File: src/rtl/plcs_pkg.sv
`timescale 1ns / 1ps
package plcs_pkg;

	localparam int MAX_KEYS = 64;
	localparam int KEY_AW   = $clog2(MAX_KEYS);
	localparam int VALUE_W  = 32;
	localparam int STAMP_W  = 17;
	localparam int KC_W     = 7;
	localparam int DIM_W    = 2;

	// Widths of the quotient magnitude, product and divider step counter of one lerp lane.
	localparam int MAG_W  = VALUE_W + 1;
	localparam int PROD_W = MAG_W + STAMP_W;
	localparam int QCNT_W = $clog2(MAG_W);

	localparam logic [STAMP_W-1:0] STAMP_ONE = STAMP_W'(65536);

	localparam logic [1:0] ACT_WRITE   = 2'd0;
	localparam logic [1:0] ACT_SAMPLE  = 2'd1;
	localparam logic [1:0] ACT_RESTART = 2'd2;

	localparam logic [1:0] ERR_OK    = 2'd0;
	localparam logic [1:0] ERR_TIME  = 2'd1;
	localparam logic [1:0] ERR_DEGEN = 2'd2;
	localparam logic [1:0] ERR_PAST  = 2'd3;

	localparam logic REG_KEY_COUNT = 1'b0;
	localparam logic REG_DIM_MODE  = 1'b1;

	localparam logic [DIM_W-1:0] DIM_THREE = 2'd3;

	localparam logic [KC_W-1:0] KC_RESET  = 7'd2;
	localparam logic [DIM_W-1:0] DIM_RESET = 2'd1;

	typedef struct packed {
		logic [STAMP_W-1:0]        stamp;
		logic signed [VALUE_W-1:0] x;
		logic signed [VALUE_W-1:0] y;
		logic signed [VALUE_W-1:0] z;
	} key_t;

endpackage

File: src/rtl/plcs_lerp_lane.sv
`timescale 1ns / 1ps
module plcs_lerp_lane (
	input  logic                               clk,
	input  logic                               arst_n,
	input  logic                               go,
	input  logic signed [plcs_pkg::VALUE_W-1:0] v0,
	input  logic signed [plcs_pkg::VALUE_W-1:0] v1,
	input  logic [plcs_pkg::STAMP_W-1:0]        num,
	input  logic [plcs_pkg::STAMP_W-1:0]        den,
	output logic signed [plcs_pkg::VALUE_W-1:0] res,
	output logic                               done
);
	import plcs_pkg::*;

	typedef enum logic [1:0] {L_IDLE, L_MUL, L_DIV, L_FIN} lane_state_t;

	lane_state_t               state_q;
	logic signed [VALUE_W-1:0] v0_q;
	logic                      neg_q;
	logic [MAG_W-1:0]          mag_q;
	logic [STAMP_W-1:0]        num_q;
	logic [STAMP_W-1:0]        den_q;
	logic [STAMP_W-1:0]        rem_q;
	logic [MAG_W-1:0]          quo_q;
	logic [QCNT_W-1:0]         cnt_q;
	logic signed [VALUE_W-1:0] res_q;
	logic                      done_q;

	logic [MAG_W-1:0]   dv;
	logic [MAG_W-1:0]   mag;
	logic [PROD_W-1:0]  prod;
	logic [STAMP_W:0]   shifted;
	logic [STAMP_W:0]   diff;
	logic               ge;
	logic [MAG_W-1:0]   sum;

	always_comb begin
		dv      = {v1[VALUE_W-1], v1} - {v0[VALUE_W-1], v0};
		mag     = dv[MAG_W-1] ? (~dv + MAG_W'(1)) : dv;
		prod    = PROD_W'(mag_q) * PROD_W'(num_q);
		shifted = {rem_q, quo_q[MAG_W-1]};
		ge      = shifted >= {1'b0, den_q};
		diff    = shifted - {1'b0, den_q};
		sum     = neg_q ? ({v0_q[VALUE_W-1], v0_q} - quo_q)
		                : ({v0_q[VALUE_W-1], v0_q} + quo_q);
	end

	// Restoring division of mag*num by den, one quotient bit per cycle.
	// The high part of the product is already below den, so only the
	// quotient's MAG_W bits need a step each.
	always_ff @(posedge clk or negedge arst_n) begin
		if (!arst_n) begin
			state_q <= L_IDLE;
			done_q  <= 1'b0;
			v0_q    <= '0;
			neg_q   <= 1'b0;
			mag_q   <= '0;
			num_q   <= '0;
			den_q   <= '0;
			rem_q   <= '0;
			quo_q   <= '0;
			cnt_q   <= '0;
			res_q   <= '0;
		end else begin
			done_q <= 1'b0;
			case (state_q)
				L_IDLE: begin
					if (go) begin
						v0_q    <= v0;
						neg_q   <= dv[MAG_W-1];
						mag_q   <= mag;
						num_q   <= num;
						den_q   <= den;
						state_q <= L_MUL;
					end
				end
				L_MUL: begin
					rem_q   <= prod[PROD_W-1:MAG_W];
					quo_q   <= prod[MAG_W-1:0];
					cnt_q   <= '0;
					state_q <= L_DIV;
				end
				L_DIV: begin
					rem_q <= ge ? diff[STAMP_W-1:0] : shifted[STAMP_W-1:0];
					quo_q <= {quo_q[MAG_W-2:0], ge};
					cnt_q <= cnt_q + QCNT_W'(1);
					if (cnt_q == QCNT_W'(MAG_W - 1)) begin
						state_q <= L_FIN;
					end
				end
				L_FIN: begin
					res_q   <= sum[VALUE_W-1:0];
					done_q  <= 1'b1;
					state_q <= L_IDLE;
				end
				default: begin
					state_q <= L_IDLE;
				end
			endcase
		end
	end

	assign res  = res_q;
	assign done = done_q;

endmodule

File: config.mk
export PLATFORM = sky130hd
export DESIGN_NAME = plcs_lerp_lane
export DESIGN_NICKNAME = d
export VERILOG_FILES = /design/src/rtl/plcs_pkg.sv /design/src/rtl/plcs_lerp_lane.sv
export SDC_FILE = /design/constraint.sdc
export NUM_CORES = 2
export LEC_CHECK = 0
export BUFFER_PORTS_ARGS = -buffer_cell sky130_fd_sc_hd__buf_2
export CELL_PAD_IN_SITES_DETAIL_PLACEMENT = 1
export CELL_PAD_IN_SITES_GLOBAL_PLACEMENT = 2
export CORE_MARGIN = 4
export CORE_UTILIZATION = 43
export DETAILED_ROUTE_END_ITERATION = 16
export GPL_ROUTABILITY_DRIVEN = 0
export PLACE_DENSITY_LB_ADDON = 0.2
export SETUP_SLACK_MARGIN = 0.05
export SLEW_MARGIN = 5
export SYNTH_ARGS = -nofsm -noshare
export SYNTH_HDL_FRONTEND = slang
export SYNTH_SLANG_ARGS = --single-unit
File: constraint.sdc
create_clock -name clk -period 9.8 [get_ports clk]
set_input_delay 0.49 -clock clk [delete_from_list [all_inputs] [get_ports clk]]
set_output_delay 0.49 -clock clk [all_outputs]
set_load 0.05 [all_outputs]
Word level (Yosys, flattened, before mapping)
Cells that the tools add are included.
Widths: inputs -> output; s select.
{"block": "totals", "latchBits": 0, "out_inout_bits": 33, "memories": 0, "mem_bits_rw": 0, "mem_bits_ro": 0, "register_bits": 191, "input_bits": 101, "elab_cells": 40}
{"block": "op_classes", "n_bitwise": 1, "n_reduce_logical": 4, "n_mul": 1, "div_mod_pow": 0, "mux": 10, "n_lt_le_gt_ge": 1, "n_addsub": 6, "shifts": 0, "eq_ne": 6}
{"op": "$pmux 33 s2", "n": 1}
{"op": "$mul 33x17->50", "n": 1}
{"op": "$pmux 17 s2", "n": 1}
{"op": "$add 33x1->33 const B", "n": 1}
{"op": "$mux 33", "n": 1}
{"op": "$not 33->33", "n": 1}
{"op": "$sub 32x32->33", "n": 1}
{"op": "$add 32x32->32", "n": 1}
{"op": "$mux 32", "n": 1}
{"op": "$sub 32x32->32", "n": 1}
{"op": "$ge 18x17->1", "n": 1}
{"op": "$mux 17", "n": 1}
{"op": "$sub 17x17->17", "n": 1}
{"op": "$pmux 6 s2", "n": 1}
{"op": "$pmux 2 s4", "n": 1}
{"op": "$add 6x1->6 const B", "n": 1}
{"op": "$eq 6x6->1 const B", "n": 1}
{"op": "$eq 2x2->1 const B", "n": 2}
{"op": "$mux 2", "n": 2}
{"op": "$ne 2x2->1 const B", "n": 2}
{"op": "$reduce_and 2->1", "n": 2}
{"op": "$eq 2x1->1 const B", "n": 1}
{"op": "$logic_not 2->1", "n": 1}
{"op": "$reduce_bool 2->1", "n": 1}
{"op": "$mux 1", "n": 1}

Logic depth before layout (Yosys ltp)
{"block": "depth", "depth_word": 4, "mapped_depth": 26}

Worst setup path after synthesis
Ideal clock, no wire load.
{"block": "synth_path", "kind": "register -> register", "from": "register mag_q[9]", "to": "register rem_q[15]", "path_stages_with_launch": 25, "path_slack_ns": 3.324, "t_arrival_ns": 6.352, "period_less_slack_ns": 6.476, "required_ns": 9.676, "path_cell_list": "dfrtp_1 > clkbuf_1 > clkbuf_1 > nand2_1 > fa_1 > fa_1 > fa_1 > inv_1 > fa_1 > fa_1 > inv_1 > fa_1 > inv_1 > ha_1 > clkbuf_1 > a211o_1 > o211ai_1 > a21oi_1 > a2111o_1 > nand3_1 > nand2_1 > a31oi_1 > o21ai_0 > mux2i_1 > a211o_1"}
{"block": "synth_between", "elab_chain_len": 2}
{"element": "start, declared", "line": "plcs_lerp_lane.sv:20", "source": "logic [MAG_W-1:0] mag_q;"}
{"element": "start signal, assigned", "line": "plcs_lerp_lane.sv:71", "source": "mag_q <= mag;"}
{"element": "$mul 33x17->50", "line": "plcs_lerp_lane.sv:40", "source": "prod = PROD_W'(mag_q) * PROD_W'(num_q);"}
{"element": "$pmux 17 s2", "line": "plcs_lerp_lane.sv:66", "source": "case (state_q)"}
{"element": "end signal, assigned", "line": "plcs_lerp_lane.sv:78", "source": "rem_q <= prod[PROD_W-1:MAG_W];"}
{"element": "end signal, assigned", "line": "plcs_lerp_lane.sv:84", "source": "rem_q <= ge ? diff[STAMP_W-1:0] : shifted[STAMP_W-1:0];"}
{"element": "end, declared", "line": "plcs_lerp_lane.sv:23", "source": "logic [STAMP_W-1:0] rem_q;"}
Every way passes these cells.
A chain may end at the register's enable or synchronous reset.

Final worst setup path
{"block": "layout_path", "from": "register num_q[4]", "to": "register rem_q[14]"}
{"block": "layout_between", "elab_chain_len": 2}
{"element": "start, declared", "line": "plcs_lerp_lane.sv:21", "source": "logic [STAMP_W-1:0] num_q;"}
{"element": "start signal, assigned", "line": "plcs_lerp_lane.sv:72", "source": "num_q <= num;"}
{"element": "$mul 33x17->50", "line": "plcs_lerp_lane.sv:40"}
{"element": "$pmux 17 s2", "line": "plcs_lerp_lane.sv:66"}
Every way passes these cells.

==> flow_metrics.py <==
metrics = {
    "status": {
        "status": "completed",
    },
    "synthesis": {
        "ys_types": 85,
        "netlist_area_sq_um": 31300,
        "synth_enable_flop_cells": 0,
        "synth.avg_cell_area_sq_um": 8.44,
        "synth_fp_nets": 4493,
        "yosysTopAreaCell": "fa_1",
        "ys_top_cells_by_area": "fa_1 (30%), dfrtp_1 (15%), ha_1 (8.5%)",
        "ys_ff_latch": 191,
        "post-synth-top-count-cell": "inv_1",
        "synth.top_cells.by_count": "inv_1 (663), nand2_1 (591), fa_1 (467), and2_1 (220), ha_1 (212)",
        "yosysTopAreaCellShare_pct": 29.8,
        "synth_seq_area_share_pct": 15.3,
        "async_flop_share_pct": 100,
        "synthFlopType": "dfrtp_1",
        "postSynthCellCount": 3713,
        "yosys_warnings": 0,
    },
    "floorplan": {
        "boundaryPins": 134,
        "start_util_pct": 43.6,
        "core-area_sq_um": 71900,
        "rows": 98,
        "die_h_um": 278,
        "die_area_sq_um": 77300,
        "die_x_um": 278,
    },
    "placed_design": {
        "post-place-cells": 4643,
        "hpwl_um": 79900,
        "numPortBuffers": 133,
    },
    "timing": {
        "setup-violations-final": 0,
        "skew_ns": 0.0232,
        "final_max_slew_viol_count": 0,
        "finalCriticalPeriod_ns": 7.82,
        "min_period_over_period_pct": 79.8,
        "rsz0062_at_grt": "no",
        "slew_headroom_pct": 25.9,
        "fin_tns_setup_ns": 0,
        "finalHoldViolCount": 0,
        "fmax_mhz": 128,
        "worst_pin_slew_ns": 1.11,
    },
    "critical_path": {
        "required_ns": 10.15,
        "critPathMaxFanout": 19,
        "cp-start-kind": "flop",
        "reg2reg_setup_slack_ns": 1.98,
        "worstPathArrival_ns": 8.18,
        "path_class": "reg -> reg",
        "end_kind": "flop",
    },
    "global_routing": {
        "grt_max_degree": 91,
        "antenna_found_initial": 2,
        "grt_pass1_vias": 28300,
        "grt-ovfl-total": 0,
        "grt.total_usage_pct": 26.2,
        "grt_pass1_wl_um": 160000,
    },
    "cts": {
        "cts_buffers": 17,
        "cts_tree": "yes",
        "htreeDepth": 4,
        "ctsLongestPathBuffers": 2,
        "cts-root-buf": "clkbuf_16",
        "cts.sinks": 191,
        "clkLatencyLatePin_ns": 0.51,
        "clkTransAtPathRegs_ns": 0.09,
        "cts_setup_buffers": 0,
    },
    "cells_and_area": {
        "fin_util_pct": 46.5,
        "diodes": 0,
        "nNetsFinal": 4493,
        "areaGrowthSynthToFinish_pct": 6.60,
        "layout-drive-gt1-share_pct": 7.30,
        "fin_cells": 4676,
    },
    "routing": {
        "detail-route-antenna-nets": 0,
        "routed_wl_um": 99100,
        "vias": 25300,
        "vias_per_cell": 5.40,
        "firstDrtPassIters": 5,
        "wl_per_cell_um": 21.2,
        "drc": 0,
        "drt-initial-drc-count": 1407,
    },
    "flow_run": {
        "drv_cap": 0,
    },
    "worst_hold_path": {
        "hp-class": "in -> reg",
    },
}
stage by stage:
stage	hold slack [ns]	area, sq um	setup WS [ns]
floorplan	0.194	31300	3.32
global placement	0.472	32800	2.08
detailed placement	0.477	32800	1.96
CTS	0.144	33400	1.90
global route	0.159	33400	1.60
finish	0.179	33400	1.98
state kept, by name (all words and copies together) (netlist names):
signal   count
state_q      2
num_q       17
den_q       17
mag_q       33
quo_q       33
res         32
v0_q        32
rem_q       17
cnt_q        6
done         1
neg_q        1
per-layer routing:
metal  GRT usage, %  vias to the layer above  share of wire [%]
li1               -                    11700                  -
met5              0                        -              0.013
met4           6.62                        2                2.3
met1           36.9                    12900                 46
met3           4.59                      100                5.2
met2           42.2                      560                 46
final timing paths:
kind                                 startpoint               endpoint  depth (start not counted)
hold reg to reg              res[0]$_DFFE_PN0P_     res[0]$_DFFE_PN0P_                          2
min in group asynchronous                arst_n     res[7]$_DFFE_PN0P_                          2
hold / removal                          num[15]  num_q[15]$_DFFE_PN0P_                          3
setup reg to reg           num_q[4]$_DFFE_PN0P_  rem_q[14]$_DFFE_PN0P_                         21
setup / recovery           num_q[4]$_DFFE_PN0P_  rem_q[14]$_DFFE_PN0P_                         21
max in group asynchronous                arst_n  num_q[12]$_DFFE_PN0P_                          3
critical path: stages (launching register included):
cell	delay, ns
dfrtp_1	0.67
buf_4	0.36
nand2_1	0.13
fa_1	0.59
fa_1	0.44
fa_1	0.50
fa_1	0.50
inv_1	0.05
fa_1	0.58
inv_1	0.09
fa_1	0.60
inv_1	0.06
ha_1	0.37
nand3_1	0.11
or4_1	0.50
a311oi_1	0.90
o21ai_0	0.29
nand3_1	0.20
a21oi_1	0.15
o41ai_1	0.32
xnor2_1	0.17
a21oi_1	0.09
kinds of logic after synthesis:
kind of cell             after synthesis  share of synthesized area [%]
AO/OA/AOI/OAI                        618                           12.4
XOR/XNOR                             164                           4.58
adder cells (fa/ha/maj)              679                           38.3
buffers and inverters                852                           10.2
flip-flops                           191                           15.3
multiplexers                          62                           2.12
AND/OR/NAND/NOR                     1147                           17.1
cell type report:
class | count | area [sq um]
fill | 8732 | 38400
multi-input combinational | 2670 | 23400
sequential | 191 | 4780
inverter | 663 | 2490
tap | 950 | 1190
timing repair buffer | 170 | 955
clock buffer | 18 | 429
clock inverter | 14 | 185
cells in the final DEF, fill, tap and decap left out, types with 49 or more instances in the layout:
cell / count
a21o_1: 71
a21oi_1: 202
and2_1: 219
buf_2: 132
dfrtp_1: 190
fa_1: 467
ha_1: 209
inv_1: 663
nand2_1: 591
nor2_1: 150
o21ai_0: 157
xnor2_1: 115
xor2_1: 49
repair_timing:
item                                   CTS  global route
hold buffers                             1             0
endpoints found under the hold margin   18             0
gates resized for setup                  0             0
Power is not shown: default switching activity piles up to over one toggle a cycle in this logic, so the estimate is an artifact.
